### src/rtl/ftbc_pkg.sv
// Shared constants, control structs and index helpers of the force/torque calibration block.
package ftbc_pkg;

    localparam int CHANNELS   = 6;
    localparam int NUM_COEFS  = CHANNELS * CHANNELS;
    localparam int COEF_BITS  = 24;
    localparam int COUNT_W    = 10;
    localparam int SHIFT_W    = 5;
    localparam int DIV_W      = COUNT_W + 1;
    localparam int OUT_W      = 32;
    localparam int CMD_W      = 2;
    localparam int CIDX_W     = 6;
    localparam int LANE_W     = 3;
    localparam int CFG_IDX_W  = 1;
    localparam int CFG_DATA_W = 10;

    localparam logic [CFG_IDX_W-1:0] CFG_BIAS_COUNT = 1'b0;
    localparam logic [CFG_IDX_W-1:0] CFG_OUT_SHIFT  = 1'b1;

    typedef enum logic [CMD_W-1:0] {
        CMD_COEF    = 2'd0,
        CMD_BIAS    = 2'd1,
        CMD_MEASURE = 2'd2,
        CMD_NONE    = 2'd3
    } t_cmd;

    // Coefficient write into one row lane
    typedef struct packed {
        logic              en;
        logic [LANE_W-1:0] col;
    } t_coef_wr;

    // Sequencing of the row lanes
    typedef struct packed {
        logic              clr;
        logic              mul;
        logic              acc;
        logic              fin;
        logic [LANE_W-1:0] col;
    } t_row_ctrl;

    // Sequencing of the bias lanes
    typedef struct packed {
        logic acc;
        logic start;
        logic step;
        logic last;
    } t_bias_ctrl;

    // Row of a coefficient slot: slot divided by six
    function automatic logic [LANE_W-1:0] coef_row(input logic [CIDX_W-1:0] idx);
        logic [LANE_W-1:0] row;
        if (idx >= CIDX_W'(30))      row = 3'd5;
        else if (idx >= CIDX_W'(24)) row = 3'd4;
        else if (idx >= CIDX_W'(18)) row = 3'd3;
        else if (idx >= CIDX_W'(12)) row = 3'd2;
        else if (idx >= CIDX_W'(6))  row = 3'd1;
        else                         row = 3'd0;
        return row;
    endfunction

    // Column of a coefficient slot: slot minus six times its row
    function automatic logic [LANE_W-1:0] coef_col(input logic [CIDX_W-1:0] idx);
        logic [CIDX_W-1:0] rem;
        rem = idx - ({3'b000, coef_row(idx)} * CIDX_W'(CHANNELS));
        return rem[LANE_W-1:0];
    endfunction

endpackage

### src/rtl/ftbc_row_lane.sv
// One matrix row: coefficient store, multiply-accumulate, shift and saturate.
module ftbc_row_lane #(
    parameter int SAMPLE_BITS = 16
) (
    input  logic                                 i_clk,
    input  logic                                 i_rst_n,
    input  ftbc_pkg::t_coef_wr                   i_wr,
    input  logic signed [ftbc_pkg::COEF_BITS-1:0] i_coef,
    input  ftbc_pkg::t_row_ctrl                  i_ctrl,
    input  logic signed [SAMPLE_BITS:0]          i_diff,
    input  logic [ftbc_pkg::SHIFT_W-1:0]         i_shift,
    output logic signed [ftbc_pkg::OUT_W-1:0]    o_y
);
    import ftbc_pkg::*;

    localparam int PROD_W = COEF_BITS + SAMPLE_BITS + 1;
    localparam int ACC_W  = PROD_W + 3;

    logic signed [COEF_BITS-1:0] r_coef [CHANNELS];
    logic signed [PROD_W-1:0]    r_prod;
    logic signed [ACC_W-1:0]     r_acc;
    logic signed [OUT_W-1:0]     r_y;

    logic signed [PROD_W-1:0] w_prod;
    logic signed [ACC_W-1:0]  w_sh;
    logic                     w_fits;
    logic signed [OUT_W-1:0]  w_sat;

    // Store this row's coefficients
    always_ff @(posedge i_clk) begin
        if (!i_rst_n) begin
            for (int c = 0; c < CHANNELS; c++) begin
                r_coef[c] <= '0;
            end
        end else if (i_wr.en) begin
            r_coef[i_wr.col] <= i_coef;
        end
    end

    // Multiply one column per cycle, accumulate each registered product in the next cycle
    assign w_prod = r_coef[i_ctrl.col] * i_diff;

    always_ff @(posedge i_clk) begin
        if (i_ctrl.mul) begin
            r_prod <= w_prod;
        end
        if (i_ctrl.clr) begin
            r_acc <= '0;
        end else if (i_ctrl.acc) begin
            r_acc <= r_acc + {{(ACC_W - PROD_W){r_prod[PROD_W-1]}}, r_prod};
        end
    end

    // Arithmetic shift, then clamp to the signed 32-bit range
    assign w_sh   = r_acc >>> i_shift;
    assign w_fits = (&w_sh[ACC_W-1:OUT_W-1]) | ~(|w_sh[ACC_W-1:OUT_W-1]);
    assign w_sat  = w_fits ? w_sh[OUT_W-1:0]
                  : (w_sh[ACC_W-1] ? {1'b1, {(OUT_W-1){1'b0}}} : {1'b0, {(OUT_W-1){1'b1}}});

    always_ff @(posedge i_clk) begin
        if (i_ctrl.fin) begin
            r_y <= w_sat;
        end
    end

    assign o_y = r_y;

endmodule

### config.mk
export PLATFORM = sky130hd
export DESIGN_NAME = ftbc_row_lane
export DESIGN_NICKNAME = d
export VERILOG_FILES = /design/src/rtl/ftbc_pkg.sv /design/src/rtl/ftbc_row_lane.sv
export SDC_FILE = /design/constraint.sdc
export NUM_CORES = 2
export LEC_CHECK = 0
export BUFFER_PORTS_ARGS = -buffer_cell sky130_fd_sc_hd__buf_2
export CORE_UTILIZATION = 29
export CTS_CLUSTER_SIZE = 20
export DETAILED_ROUTE_END_ITERATION = 16
export MAX_ROUTING_LAYER = met4
export SYNTH_ARGS = -nofsm -noshare
export SYNTH_HDL_FRONTEND = slang
export SYNTH_SLANG_ARGS = --single-unit
### constraint.sdc
create_clock -name i_clk -period 10.25 [get_ports i_clk]
set_clock_uncertainty 0.15 [all_clocks]
set_input_delay 2.05 -clock i_clk [delete_from_list [all_inputs] [get_ports i_clk]]
set_output_delay 2.05 -clock i_clk [all_outputs]
set_load 0.02 [all_outputs]
==> results.yml <==
job:
  max_cap_viol_count: 0
yosys:
  post_synth_inst_count: 3015
  synth_compound_area_share_pct: 7.74
  seq_area_frac_synth_pct: 28.4
  synth_xor_area_share_pct: 2.08
  syn-num-nets: 3618
  synth_top_family_by_area: "adder cells"
  synth_seq_cells: 309
  synth_simple_gate_area_share_pct: 14.1
  ys_async_sr_fraction_pct: 0
  avgSynthCellArea_um2: 10.3
  ys_warn_count: 0
  netlist_area_um2: 31200
  netlist-cell-type-count: 84
  synthMuxAreaShare_pct: 8.78
  ys.flop_type: "edfxtp_1"
  synth-edff-count: 265
  synthAdderAreaFrac_pct: 31.5
timing:
  final-setup-viol-count: 0
  tightest_slew_ns: 1.05
  max_slew_margin_pct: 29.6
  fin_crit_ns: 9.29
  finalHoldViolCount: 0
  rsz0062_at_grt: "no"
  fin_setup_tns_ns: 0
  period_share_pct: 90.6
  slew_viol_final: 0
  max_freq_mhz: 108
route:
  drt-met1-wl_um: 35100
  vias: 21230
  firstDrtPassIters: 5
  highest_layer: "met4"
  drt-wirelength-per-cell_um: 17.0
  wl_met3_um: 3370
  routed_wirelength_um: 75100
  drc: 0
  avgViaCountPerCell: 4.79
  dr_wl_met2_um: 35300
  initialDrtViolationCount: 1055
  ant_nets: 0
cts:
  post_cts_buffers: 0
  cts.clk_slew.worst_paths_ns: 0.06
  cts.repair.resized: 0
  cts-hold-fix-buffers: 0
  cts_buffers: 31
  clock-sinks: 309
  tritoncts: "built"
  cts_max_level: 1
  clockBufferDepth: 3
  root_buffer: "clkbuf_16"
  clk_latency_ns: 0.62
worst_setup_path:
  r2r_slack_ns: 2.67
  critical_path.endpoint_type: "register"
  worstRegToRegCells: 24
  cp-start-kind: "primary input"
  reg2reg_from: "r_coef[7][7]"
  worst_ep_required_time_ns: 10.44
  arrival_ns: 9.48
  crit_fanout: 25
  critPathKind: "in2reg"
  r2r_end: "r_prod[37]"
placed_design:
  dpl.hpwl_um: 56800
  io_buffers: 90
  dp_cells: 4370
  placed_area_um2: 33000
  gp_congestion: 0.881
final_layout:
  seqCellArea_um2: 8840
  fin_nets: 3615
  area_delta_synth_final_pct: 9.31
  fillers: 10747
  layout_common_cells: "inv_1 (445), fa_1 (402), nand2_1 (372), edfxtp_1 (265), nor2_1 (228)"
  postLayoutCellArea_um2: 34100
  layout_commonest_cell: "inv_1"
  multi_input_area_um2: 20000
  fin_cells: 4429
  drive_gt1_share_pct: 10.1
grt:
  grt_antenna_before_repair: 4
  grt.overflow.total: 0
  grt_max_degree: 60
  grt_pass1_wl_um: 123000
  grt_pass1_vias: 22269
  globalRouteTotalUtil_pct: 14.5
worst_hold_path:
  hold-path-endpoint: "r_acc[1]"
  min_from: "r_acc[1]"
  holdPathStages: 2
  hp-class: "reg2reg"
floorplan:
  start_util_pct: 29.4
  die_w_um: 330
  rows: 119
  die_h_um: 330
  coreArea_um2: 106000
  die_area_um2: 109000
  num_io_pins: 91
status:
  outcome: "finished, final reports clean"
[cells in the mapped netlist, drive strengths merged, types with 8 or more instances]
cell    count  area, um^2
a21oi     127         636
inv       446        1670
nor2b      60         375
fa        402        8050
mux2       31         353
nor3       17        85.1
dfxtp      44         881
mux2i      61         614
mux4       78        1770
o211ai     13        97.6
ha        142        1780
o31ai       8        65.1
a31oi       9        56.3
edfxtp    265        7960
nand2b     36         225
xnor2      51         447
a21o       48         360
nand3      22         110
xor2       23         201
clkbuf    127         477
o21ai      76         384
o22ai       9        56.3
a211oi     17         128
and2      142         888
buf        29         150
nand4      18         113
nand2     372        1400
nor2      232         883
[cells by family after synthesis]
group	after synthesis
xor+xnor	74
fa+ha+maj	544
compound gates	376
mux	170
flops	309
buf+inv	604
simple gates	938
[worst max-delay path: stages]
cell	delay [ns]
buf_2	0.53
buf_4	0.32
mux4_2	0.30
mux2_2	0.44
and2_1	0.24
fa_1	0.53
inv_1	0.05
fa_1	0.47
fa_1	0.51
inv_1	0.06
fa_1	0.50
fa_1	0.50
inv_1	0.05
fa_1	0.47
inv_1	0.04
ha_1	0.35
nand4_1	0.15
o21bai_1	0.19
a211oi_1	0.08
buf_4	0.17
o311ai_1	0.54
nor4_1	0.16
o31ai_1	0.37
a21o_1	0.17
a21oi_1	0.08
xnor2_1	0.15
[worst max path at each step]
| stage | end | startpoint | slack [ns] | cells after the start |
|---|---|---|---|---|
| final | r_prod[37] | i_ctrl[1] | 0.96 | 26 |
| after global routing | r_prod[38] | i_ctrl[0] | 0.62 | 26 |
| after CTS | r_prod[37] | i_ctrl[0] | 1.01 | 24 |
| after detailed placement | r_prod[37] | i_ctrl[0] | 0.38 | 24 |
| after global placement | r_prod[37] | i_ctrl[0] | 0.48 | 24 |
| after floorplan | r_prod[38] | i_ctrl[0] | 0.77 | 25 |
[area by class of cell]
class | instances | area share, %
Multi-Input combinational cell | 2102 | 58.9
Sequential cell | 309 | 26.0
Tap cell | 1391 | 5.11
Inverter | 448 | 4.94
Clock buffer | 33 | 2.30
Timing Repair Buffer | 120 | 2.03
Clock inverter | 25 | 0.786
Antenna cell | 1 | 0.00735
[layer usage]
metal	track usage, %	vias to the layer above
met5	-	-
met4	2.65	0
met3	1.51	102
met2	23.7	515
met1	19.7	10681
li1	-	9932
[registers in the layout, indices dropped and copies added (netlist names)]
register  count
r_coef      192
r_prod       41
r_acc        44
o_y          32
[stage by stage]
stage	worst slack, ns	hold WS [ns]	utilization, %
floorplan	0.773	0.330	-
global placement	0.475	0.374	31.2
detailed placement	0.377	0.385	31.2
CTS	1.01	0.394	32.2
global route	0.624	0.445	32.2
finish	0.965	0.385	32.2
Power is left out: the tool's default activity adds up to more than one toggle a clock period on the data nets, which glitch-free logic cannot reach.
