$ cat src/rtl/ftbc_pkg.sv
// Shared constants, control structs and index helpers of the force/torque calibration block.
package ftbc_pkg;

    localparam int CHANNELS   = 6;
    localparam int NUM_COEFS  = CHANNELS * CHANNELS;
    localparam int COEF_BITS  = 24;
    localparam int COUNT_W    = 10;
    localparam int SHIFT_W    = 5;
    localparam int DIV_W      = COUNT_W + 1;
    localparam int OUT_W      = 32;
    localparam int CMD_W      = 2;
    localparam int CIDX_W     = 6;
    localparam int LANE_W     = 3;
    localparam int CFG_IDX_W  = 1;
    localparam int CFG_DATA_W = 10;

    localparam logic [CFG_IDX_W-1:0] CFG_BIAS_COUNT = 1'b0;
    localparam logic [CFG_IDX_W-1:0] CFG_OUT_SHIFT  = 1'b1;

    typedef enum logic [CMD_W-1:0] {
        CMD_COEF    = 2'd0,
        CMD_BIAS    = 2'd1,
        CMD_MEASURE = 2'd2,
        CMD_NONE    = 2'd3
    } t_cmd;

    // Coefficient write into one row lane
    typedef struct packed {
        logic              en;
        logic [LANE_W-1:0] col;
    } t_coef_wr;

    // Sequencing of the row lanes
    typedef struct packed {
        logic              clr;
        logic              mul;
        logic              acc;
        logic              fin;
        logic [LANE_W-1:0] col;
    } t_row_ctrl;

    // Sequencing of the bias lanes
    typedef struct packed {
        logic acc;
        logic start;
        logic step;
        logic last;
    } t_bias_ctrl;

    // Row of a coefficient slot: slot divided by six
    function automatic logic [LANE_W-1:0] coef_row(input logic [CIDX_W-1:0] idx);
        logic [LANE_W-1:0] row;
        if (idx >= CIDX_W'(30))      row = 3'd5;
        else if (idx >= CIDX_W'(24)) row = 3'd4;
        else if (idx >= CIDX_W'(18)) row = 3'd3;
        else if (idx >= CIDX_W'(12)) row = 3'd2;
        else if (idx >= CIDX_W'(6))  row = 3'd1;
        else                         row = 3'd0;
        return row;
    endfunction

    // Column of a coefficient slot: slot minus six times its row
    function automatic logic [LANE_W-1:0] coef_col(input logic [CIDX_W-1:0] idx);
        logic [CIDX_W-1:0] rem;
        rem = idx - ({3'b000, coef_row(idx)} * CIDX_W'(CHANNELS));
        return rem[LANE_W-1:0];
    endfunction

endpackage

$ cat src/rtl/ftbc_bias_lane.sv
// One channel's bias accumulator with a bit-serial restoring divider.
module ftbc_bias_lane #(
    parameter int SAMPLE_BITS = 16
) (
    input  logic                          i_clk,
    input  logic                          i_rst_n,
    input  ftbc_pkg::t_bias_ctrl          i_ctrl,
    input  logic [SAMPLE_BITS-1:0]        i_sample,
    input  logic [ftbc_pkg::DIV_W-1:0]    i_div,
    output logic [SAMPLE_BITS-1:0]        o_bias
);
    import ftbc_pkg::*;

    localparam int SUM_W = SAMPLE_BITS + COUNT_W;

    logic [SUM_W-1:0]       r_sum;
    logic [SUM_W-1:0]       r_quo;
    logic [DIV_W-1:0]       r_rem;
    logic [SAMPLE_BITS-1:0] r_bias;

    logic [SUM_W-1:0] w_sum_nx;
    logic [DIV_W:0]   w_trial;
    logic             w_qbit;
    logic [DIV_W-1:0] w_rem_nx;
    logic [SUM_W-1:0] w_quo_nx;

    // Add the incoming code to the running sum
    assign w_sum_nx = r_sum + SUM_W'(i_sample);

    // One restoring step: bring down the next dividend bit, subtract if it fits
    assign w_trial  = {r_rem, r_quo[SUM_W-1]};
    assign w_qbit   = (w_trial >= {1'b0, i_div});
    assign w_rem_nx = w_qbit ? DIV_W'(w_trial - {1'b0, i_div}) : w_trial[DIV_W-1:0];
    assign w_quo_nx = {r_quo[SUM_W-2:0], w_qbit};

    // Accumulate, or hand the sum over to the divider and clear
    always_ff @(posedge i_clk) begin
        if (!i_rst_n) begin
            r_sum <= '0;
        end else if (i_ctrl.start) begin
            r_sum <= '0;
        end else if (i_ctrl.acc) begin
            r_sum <= w_sum_nx;
        end
    end

    // Shift the dividend out and the quotient in
    always_ff @(posedge i_clk) begin
        if (i_ctrl.start) begin
            r_quo <= w_sum_nx;
            r_rem <= '0;
        end else if (i_ctrl.step) begin
            r_quo <= w_quo_nx;
            r_rem <= w_rem_nx;
        end
    end

    // Replace the bias once the last quotient bit is known
    always_ff @(posedge i_clk) begin
        if (!i_rst_n) begin
            r_bias <= '0;
        end else if (i_ctrl.step && i_ctrl.last) begin
            r_bias <= w_quo_nx[SAMPLE_BITS-1:0];
        end
    end

    assign o_bias = r_bias;

endmodule

$ cat config.mk
export PLATFORM = sky130hd
export DESIGN_NAME = ftbc_bias_lane
export DESIGN_NICKNAME = d
export VERILOG_FILES = /design/src/rtl/ftbc_pkg.sv /design/src/rtl/ftbc_bias_lane.sv
export SDC_FILE = /design/constraint.sdc
export NUM_CORES = 1
export LEC_CHECK = 0
export BUFFER_PORTS_ARGS = -buffer_cell sky130_fd_sc_hd__clkbuf_2
export CAP_MARGIN = 20
export CORE_ASPECT_RATIO = 1.75
export CORE_MARGIN = 2
export CORE_UTILIZATION = 55
export DETAILED_ROUTE_END_ITERATION = 12
export PLACE_DENSITY = 0.82
export SLEW_MARGIN = 40
export SYNTH_ARGS = -nofsm -noshare
export SYNTH_HDL_FRONTEND = slang
export SYNTH_SLANG_ARGS = --single-unit
$ cat constraint.sdc
create_clock -name i_clk -period 3.3 [get_ports i_clk]
set_input_delay 0.495 -clock i_clk [delete_from_list [all_inputs] [get_ports i_clk]]
set_output_delay 0.495 -clock i_clk [all_outputs]
set_load 0.02 [all_outputs]
==> metrics, run 1 <==
Initial Utilization 0.567; worst clock skew approximately 0.010 ns; DR vias/cell 5.82; grt met2 use 0.442; Post-Syn Area per Cell between 9 and 10 um2; syn_nets roughly 580; Final Instance Area around 0.0053 mm2; grt peak-use layer met2; Primary FF master, synth dfxtp_1; Leakage 2.23 nW; nets 621; Post-Synthesis Cells 520; initial DRC count 189; largest net degree at the start of global routing 39; vias in the first global route roughly 3900; Crit. Startpoint r_sum[0]; CP max FO 7; final global-route overflow total 0; die area a little over 0.009 mm2; final setup vio count 0; RSZ-0062 raised after global routing false; Post-synth ARST share 0; Worst path max stage delay roughly 0.40 ns; pwr/cell area slightly above 500 mW/mm2; Row Count 44; H-tree depth 3; fin crit share 0.792; Clk Latency, worst-skew pair between 0.3 and 0.4 ns; crit-path cells ha_1, inv_1, fa_1, nor2b_1, o2111ai_1, a31o_2, nand3_1, nand3_1, or3_1, a21oi_1; count of cell types in the netlist 59; routed len/inst ~16 um; most frequent CP cell nand3_1; Setup crit start kind register; CP required roughly 3.6 ns; CTS tree yes; global-route wire length before repair about 17000 um; WP data arrival roughly 2.9 ns; maximum vdd ir drop 0.000433 V; 1st-pass router iterations 4; share of the synthesized area in the top cell type 0.227; Crit. End Element register; Tmin final 2.61 ns; clock sinks 79; area grow syn2layout 12.5%; met3 Resource Use GR 0.0408; Buffers on Ports 48; die width between 70 and 80 um; R2R Path Start r_sum[0]; via count between 3000 and 4000; initial antenna violation count 0; # hold bufs at CTS 0; share of cells above drive strength 1 0.158; Resized Gates After CTS 0; Setup TNS 0 ns; clock-pin slew on the worst setup and hold paths 0.06 ns; EDFF count, synth 26; Placed Area between 0.004 and 0.005 mm2; #FFs+latches synth 79; IO Pins 49; sequential area share after synthesis 0.393; GR Util met1 0.243; worst-margin pin slew 0.725 ns; maximum buffer depth of the clock tree 2; max_cap viols 0; Hold Path Class register to register; largest area contributor in the netlist dfxtp_1; GPL Wtd Cong approximately 0.90; Pins Over Slew Limit 0; Final Power about 2.7 mW; Post-DP HPWL slightly below 8000 um; hold_sp o_bias[11]; Syn. warnings 0; post-route ant nets 0; Max Freq between 300 and 400 MHz; chip height roughly 130 um; antenna cells 0; root buf cell clkbuf_16; Residual DRC 0; Slew HR 0.512; synth top area cells dfxtp_1 (23%), edfxtp_1 (17%), ha_1 (7.2%), nand2_1 (5.6%), nor2_1 (4.4%); Post-CTS Repair Setup Buffers 0; all-layer global routing usage 0.237; Fin. Hold Viols 0; CTS buffer count 9; CP max-delay cell fa_1; WL final 10500 um; run status finished clean; core area slightly above 0.008 mm2; Crit Path Category register to register; Cell Area, Synth between 0.004 and 0.005 mm2
## synth_stat cells, types with 12 or more instances
master	n
mux2_2	12
nor2_1	55
nand2_1	70
ha_1	27
xnor2_1	17
o21ai_0	14
inv_1	24
clkbuf_1	17
mux2i_1	13
edfxtp_1	26
a21boi_0	18
xor2_1	19
a21oi_1	37
dfxtp_1	53
## metrics by stage
stage               utilization  hold slack [ns]  cells  setup slack, ns
floorplan                     -            0.457    520            0.806
global placement          0.598            0.454    640            0.538
detailed placement        0.598            0.459    640            0.423
CTS                       0.638            0.468    656            0.670
global route              0.638            0.495    656            0.400
finish                    0.638            0.465    656            0.687
## path summary, 6_finish.rpt
| check | endpoint | slack [ns] | depth (start not counted) |
|---|---|---|---|
| hold reg to reg | o_bias[11] | 0.46 | 2 |
| setup / recovery | r_sum[22] | 0.69 | 10 |
| hold / removal | o_bias[11] | 0.46 | 2 |
| setup reg to reg | r_sum[22] | 0.69 | 10 |
## cell type report
class | count | area (um2)
multi-input cells | 395 | 2640
clock buffers | 9 | 225
flip-flops and latches | 79 | 1840
clock inverters | 7 | 101
repair buffers | 50 | 255
inverters | 24 | 90.1
fillers | 674 | 2990
well taps | 92 | 115
## logic make-up (layout without fill, tap and decap cells)
group | after synthesis | count (layout) | share of synthesized area
adders and majority gates | 29 | 29 | 0.0807
DFF | 79 | 79 | 0.393
and+or+nand+nor | 175 | 175 | 0.168
AOI/OAI and AO/OA | 130 | 130 | 0.191
buffers and inverters | 46 | 90 | 0.0433
muxes | 25 | 25 | 0.0567
xor gates and xnor gates | 36 | 36 | 0.0673
## cells in the final DEF (no fill, tap or decap), types with 7 or more instances in the layout
| cell type | n |
|---|---|
| nand2_1 | 70 |
| nor2_1 | 55 |
| dfxtp_1 | 53 |
| clkbuf_2 | 48 |
| a21oi_1 | 37 |
| ha_1 | 27 |
| edfxtp_1 | 26 |
| inv_1 | 24 |
| xor2_1 | 19 |
| a21boi_0 | 18 |
| xnor2_1 | 17 |
| o21ai_0 | 14 |
| mux2i_1 | 13 |
| mux2_2 | 12 |
| nand3_1 | 11 |
| clkbuf_16 | 9 |
| o211ai_1 | 7 |
## power breakdown
| group | internal [mW] | total [mW] | switching, mW | leakage (nW) |
|---|---|---|---|---|
| combinational | 0.207 | 0.504 | 0.297 | 1.38 |
| sequential | 1.10 | 1.14 | 0.0442 | 0.701 |
| clock | 0.670 | 1.09 | 0.420 | 0.153 |
| total | 1.97 | 2.73 | 0.762 | 2.23 |
## flip-flops by register name, indices dropped and copies added, names as in the netlist
| signal | cells |
|---|---|
| o_bias | 16 |
| r_sum | 26 |
| r_rem | 11 |
| r_quo | 26 |
## routing by layer
layer	part of all wire	routed length, um
met4	0.030	319
met5	0	0
met1	0.39	4120
met2	0.55	5780
met3	0.028	294
## critical path: cells and delay by family, from the launching register on
family | cells | cell delay (ns)
AND/OR/NAND/NOR | 4 | 0.99
adder cells (fa/ha/maj) | 2 | 0.59
AO/OA/AOI/OAI | 3 | 0.56
flip-flops | 1 | 0.33
buffers and inverters | 1 | 0.06
Note: power is estimated with default switching activity, not from simulation.
==> inputs of run 2 (changes only) <==
==> constraint.sdc (replaced) <==
create_clock -name i_clk -period 2.59 [get_ports i_clk]
set_input_delay 0.3885 -clock i_clk [delete_from_list [all_inputs] [get_ports i_clk]]
set_output_delay 0.3885 -clock i_clk [all_outputs]
set_load 0.02 [all_outputs]
==> metrics, run 2 (synthesized netlist as in run 1, its figures left out) <==
run status finished clean; hold_sp o_bias[3]; clock sinks 79 (unchanged); Clk Latency, worst-skew pair 0.34 ns (about the same); H-tree depth 3 (unchanged); worst reg-to-reg setup slack 0.13 ns (-0.56 ns); final global-route overflow total 0 (unchanged); Max Freq 407 MHz (+6.3%); pwr/cell area 633 mW/mm2 (+22%); die area 0.00930 mm2 (unchanged); Leakage 2.33 nW (+4.5%); chip height 126 um (unchanged); GPL Wtd Cong 0.923 (+2.0%); area grow syn2layout 15.9%; Hold Crit Depth 2 (unchanged); grt peak-use layer met2; CTS tree yes; Crit Path Category register to register; Hold Path Class register to register; CTS buffer count 9 (unchanged); Fin. Hold Viols 0 (unchanged); WL final 10900 um (+3.9%); DR vias/cell 5.97 (+2.4%); Reg2Reg Depth 8 (-2); fill count 650 (-3.6%); Final Power 3.43 mW (+26%); largest net degree at the start of global routing 37 (-5.1%); Buffers on Ports 48 (unchanged); Row Count 44 (unchanged); Pins Over Slew Limit 0 (unchanged); maximum vdd ir drop 0.000347 V (-20%); 1st-pass router iterations 4 (unchanged); critical path capture point r_quo[14]; initial antenna violation count 0 (unchanged); initial DRC count 225 (+19%); IO Pins 49 (unchanged); core area 0.00826 mm2 (unchanged); Setup crit start kind register; GR Util met1 0.247 (+0.00356); nets 642 (+3.4%); global-route wire length before repair 17900 um (+3.1%); Post-DP HPWL 8030 um (+3.5%); CP required 2.66 ns (-0.91 ns); routed len/inst 16.1 um (+0.64%); CP max FO 2 (-5); # hold bufs at CTS 0 (unchanged); Residual DRC 0 (unchanged); fin crit share 0.950 (+0.158); clock-pin slew on the worst setup and hold paths 0.06 ns (about the same); most frequent cells in the layout nand2_1 (70), nor2_1 (55), dfxtp_1 (53); post-route ant nets 0 (unchanged); share of cells above drive strength 1 0.197 (+0.0388); max_cap viols 0 (unchanged); maximum buffer depth of the clock tree 2 (unchanged); Crit. End Element register; most common cell after layout, fill and taps aside nand2_1; Crit. Startpoint r_sum[10]; antenna cells 0 (unchanged); r2r endpoint r_quo[14]; vias in the first global route 4017 (+3.7%); via count 4039 (+5.7%); root buf cell clkbuf_16; worst-margin pin slew 0.793 ns (+0.0681 ns); all-layer global routing usage 0.246 (+0.00900); grt met2 use 0.462 (+0.0205); R2R Path Start r_sum[10]; met3 Resource Use GR 0.0512 (+0.0104); worst clock skew 0.00633 ns (-0.00409 ns); Initial Utilization 0.567 (unchanged); Tmin final 2.46 ns (-0.154 ns); Slew HR 0.466 (-0.0459); WP data arrival 2.53 ns (-0.35 ns); die width 73.7 um (unchanged); worst hold slack 0.466 ns (+0.00137 ns); final setup vio count 0 (unchanged)
[run 2: cell count changes in the layout (fill, tap and decap cells not counted), sizes merged]
cell / change
buf: +21
clkinv: +3
inv: -2
bufinv: -1
[run 2: layout make-up]
cell class	count	area, um2	share of cell area
clock buffers	9	225	0.0415
clock inverters	7	82.6	0.0152
inverters	24	90.1	0.0166
multi-input cells	395	2660	0.490
flip-flops and latches	79	1840	0.339
well taps	92	115	0.0212
repair buffers	71	414	0.0763
[run 2: timing repair]
action / in CTS / in global routing
buffers inserted: 0 / 3
resized for setup: 0 / 7
setup endpoints to repair: 0 / 18
[run 2: metal layers]
layer	share of wire	up-vias
li1	-	1978
met2	0.56	101
met4	0.032	0
met5	0	-
met1	0.38	1926
met3	0.033	34
[run 2: critical path, cell delays in order (launching register included)]
cell and delay, ns:
dfxtp_1 0.32, ha_1 0.29, and2_1 0.18, nor2b_1 0.13, a211oi_1 0.38, nand2_1 0.17, o31a_1 0.28, xnor2_1 0.34
a21oi_1 0.12
[run 2: how the worst min path moves through the flow]
stage,slack (ns),endpoint
2_1_floorplan,0.46,r_rem[7]
3_5_place_dp,0.46,o_bias[3]
6_report,0.47,o_bias[3]
4_1_cts,0.47,o_bias[3]
3_3_place_gp,0.45,o_bias[7]
5_1_grt,0.50,o_bias[4]
[run 2: per-stage QoR]
| step | instance area, um2 | TNS, ns | setup WS (ns) | instances | util |
|---|---|---|---|---|---|
| after floorplan | 4680 | 0 | 0.203 | 520 | - |
| after global placement | 5070 | -0.136 | -0.0457 | 657 | 0.614 |
| after detailed placement | 5070 | -0.620 | -0.0972 | 657 | 0.614 |
| after CTS | 5380 | 0 | 0.0427 | 673 | 0.651 |
| after global routing | 5430 | -0.0361 | -0.0324 | 677 | 0.657 |
| final | 5430 | 0 | 0.131 | 677 | 0.657 |
[run 2: where the power goes]
part / internal [mW] / switching [mW]
logic: 0.299 / 0.394
registers: 1.40 / 0.0576
clock network: 0.757 / 0.531
total: 2.45 / 0.983
==> inputs of run 3 (changes only) <==
--- a/config.mk
+++ b/config.mk
@@ -11,6 +11,7 @@
 export CORE_MARGIN = 2
 export CORE_UTILIZATION = 55
 export DETAILED_ROUTE_END_ITERATION = 12
+export GPL_TIMING_DRIVEN = 0
 export PLACE_DENSITY = 0.82
 export SLEW_MARGIN = 40
 export SYNTH_ARGS = -nofsm -noshare
==> metrics, run 3 (synthesized netlist as in run 1, its figures left out) <==
Reg area 0.00184 mm2 (unchanged); post-route non-filler standard cell count 681 (+0.59%); 1st-pass router iterations 4 (unchanged); RSZ-0062 raised after global routing false; Residual DRC 0 (unchanged); Power Internal 2.35 mW (-4.0%); most common cell after layout, fill and taps aside nand2_1; WL final 11200 um (+2.2%); GPL Wtd Cong 0.880 (-4.6%); WP buf/inv 1 (+1); post-route ant nets 0 (unchanged); Util after Layout 0.660 (+0.00333); pwr/cell area 619 mW/mm2 (-2.3%); max_cap viols 0 (unchanged); chip height 126 um (unchanged); hold_sp i_rst_n; CP max-delay cell dfxtp_1; Slew HR 0.473 (+0.00719); NetSw 1.02 mW (+3.7%); Crit path max-delay family compound AO/OA/AOI/OAI gates; run status finished clean; largest net degree at the start of global routing 27 (-27%); Pins Over Slew Limit 0 (unchanged); Crit Path Category register to register; clock-pin slew on the worst setup and hold paths 0.07 ns (about the same); Crit. Startpoint r_sum[1]; Switching Share 0.302 (+0.0160); DR vias/cell 5.80 (-2.7%); fill count 687 (+5.7%); all-layer global routing usage 0.248 (+0.00193); final global-route overflow total 0 (unchanged); Sequential Power Share 0.430 (+0.007); Logic pwr share 0.210 (+0.008); final setup vio count 0 (unchanged); initial antenna violation count 0 (unchanged); IO Pins 49 (unchanged); routed len/inst 16.4 um (+1.6%); worst-margin pin slew 0.791 ns (-0.00240 ns); Max Freq 396 MHz (-2.7%); maximum vdd ir drop 0.000525 V (+52%); Buffers on Ports 47 (-2.1%); CTS buffer count 9 (unchanged); share of cells above drive strength 1 0.183 (-0.0132); Clk Latency, worst-skew pair 0.35 ns (about the same); root buf cell clkbuf_16; H-tree depth 3 (unchanged); area grow syn2layout 16.5%; vias in the first global route 3949 (-1.7%); CP required 2.69 ns (+0.03 ns); core area 0.00826 mm2 (unchanged); Tmin final 2.53 ns (+0.0680 ns); # hold bufs at CTS 0 (unchanged); Worst path max stage delay 0.32 ns (-0.06 ns); die width 73.7 um (unchanged); Leakage 2.31 nW (-1.1%); clock sinks 79 (unchanged); nets 646 (+0.62%); most frequent cells in the layout nand2_1 (70), nor2_1 (55), dfxtp_1 (53); global-route wire length before repair 18000 um (+0.73%); CP max FO 4 (+2); antenna cells 0 (unchanged); Crit. End Element register; Hold Path Class input port to register; via count 3952 (-2.2%); initial DRC count 172 (-24%); clock power share 0.360 (-0.015); placed cells 659 (+0.30%); fin crit share 0.976 (+0.0263); worst clock skew 0.0107 ns (+0.00441 ns); Initial Utilization 0.567 (unchanged); Post-DP HPWL 8260 um (+2.9%); R2R Path Start r_sum[1]; Fin. Hold Viols 0 (unchanged); crit-path cells ha_1, a211o_1, a2111oi_4, buf_4, o2111ai_1, a31oi_1, xnor2_1, mux2_2; die area 0.00930 mm2 (unchanged); maximum buffer depth of the clock tree 2 (unchanged); area occupied by multi-input gates 0.00272 mm2 (+2.5%); Setup crit start kind register; CTS tree yes; WP data arrival 2.63 ns (+0.10 ns); Row Count 44 (unchanged)
==> run 3: cell types whose count changed in the layout (fill, tap and decap cells not counted), moves of 2 or more <==
cell / delta
clkbuf_8: +2
buf_6: +2
clkinv_4: -3
inv_6: +2
buf_4: -16
nand3_4: +2
clkbuf_1: +17
==> run 3: routing by layer <==
| layer | global-route usage | part of all wire |
|---|---|---|
| met1 | 0.260 | 0.38 |
| met2 | 0.464 | 0.56 |
| met3 | 0.0416 | 0.031 |
| met4 | 0.106 | 0.033 |
| met5 | 0 | 0 |
==> run 3: worst register-to-register path, stage by stage (launching register included) <==
cell and delay, ns:
dfxtp_1 0.32, ha_1 0.29, a211o_1 0.31, a2111oi_4 0.29, buf_4 0.20, o2111ai_1 0.15, a31oi_1 0.25, xnor2_1 0.18
mux2_2 0.29
==> run 3: cell type report <==
| type | instances | area share |
|---|---|---|
| inverter | 24 | 0.0165 |
| multi-input combinational | 395 | 0.499 |
| buffer | 22 | 0.0218 |
| sequential | 79 | 0.338 |
| timing repair buffer | 53 | 0.0521 |
| tap | 92 | 0.0211 |
| clock inverter | 7 | 0.0101 |
| clock buffer | 9 | 0.0413 |
==> run 3: final timing paths <==
kind,to,slack [ns],cells after the start
max,r_quo[13],0.06,8
min,o_bias[1],0.39,2
max reg2reg,r_quo[13],0.06,8
min reg2reg,o_bias[13],0.47,2
==> run 3: power by group through the flow <==
stage,Clock (mW),Sequential (mW),Combinational (mW)
4_1_cts,1.22,1.45,0.672
2_1_floorplan,0,1.48,0.466
5_1_grt,1.26,1.46,0.780
6_report,1.21,1.45,0.707
3_5_place_dp,0,1.48,0.650
3_3_place_gp,0,1.47,0.624
==> run 3: repair_timing <==
item | CTS | global route
resized for setup | 3 | 17
setup endpoints to repair | 7 | 28
pin swaps | 1 | 6
buffers inserted | 2 | 4
==> run 3: through the flow <==
| step | setup WS (ns) | TNS, ns | cell area [um2] | total power, mW | hold WS [ns] |
|---|---|---|---|---|---|
| 6_report | 0.0626 | 0 | 5450 | 3.37 | 0.395 |
| 3_3_place_gp | -0.164 | -1.65 | 5030 | 2.10 | 0.454 |
| 2_1_floorplan | 0.203 | 0 | 4680 | 1.94 | 0.457 |
| 3_5_place_dp | -0.244 | -3.08 | 5030 | 2.13 | 0.465 |
| 5_1_grt | 0.00571 | 0 | 5450 | 3.51 | 0.419 |
| 4_1_cts | 0.00357 | 0 | 5340 | 3.34 | 0.397 |
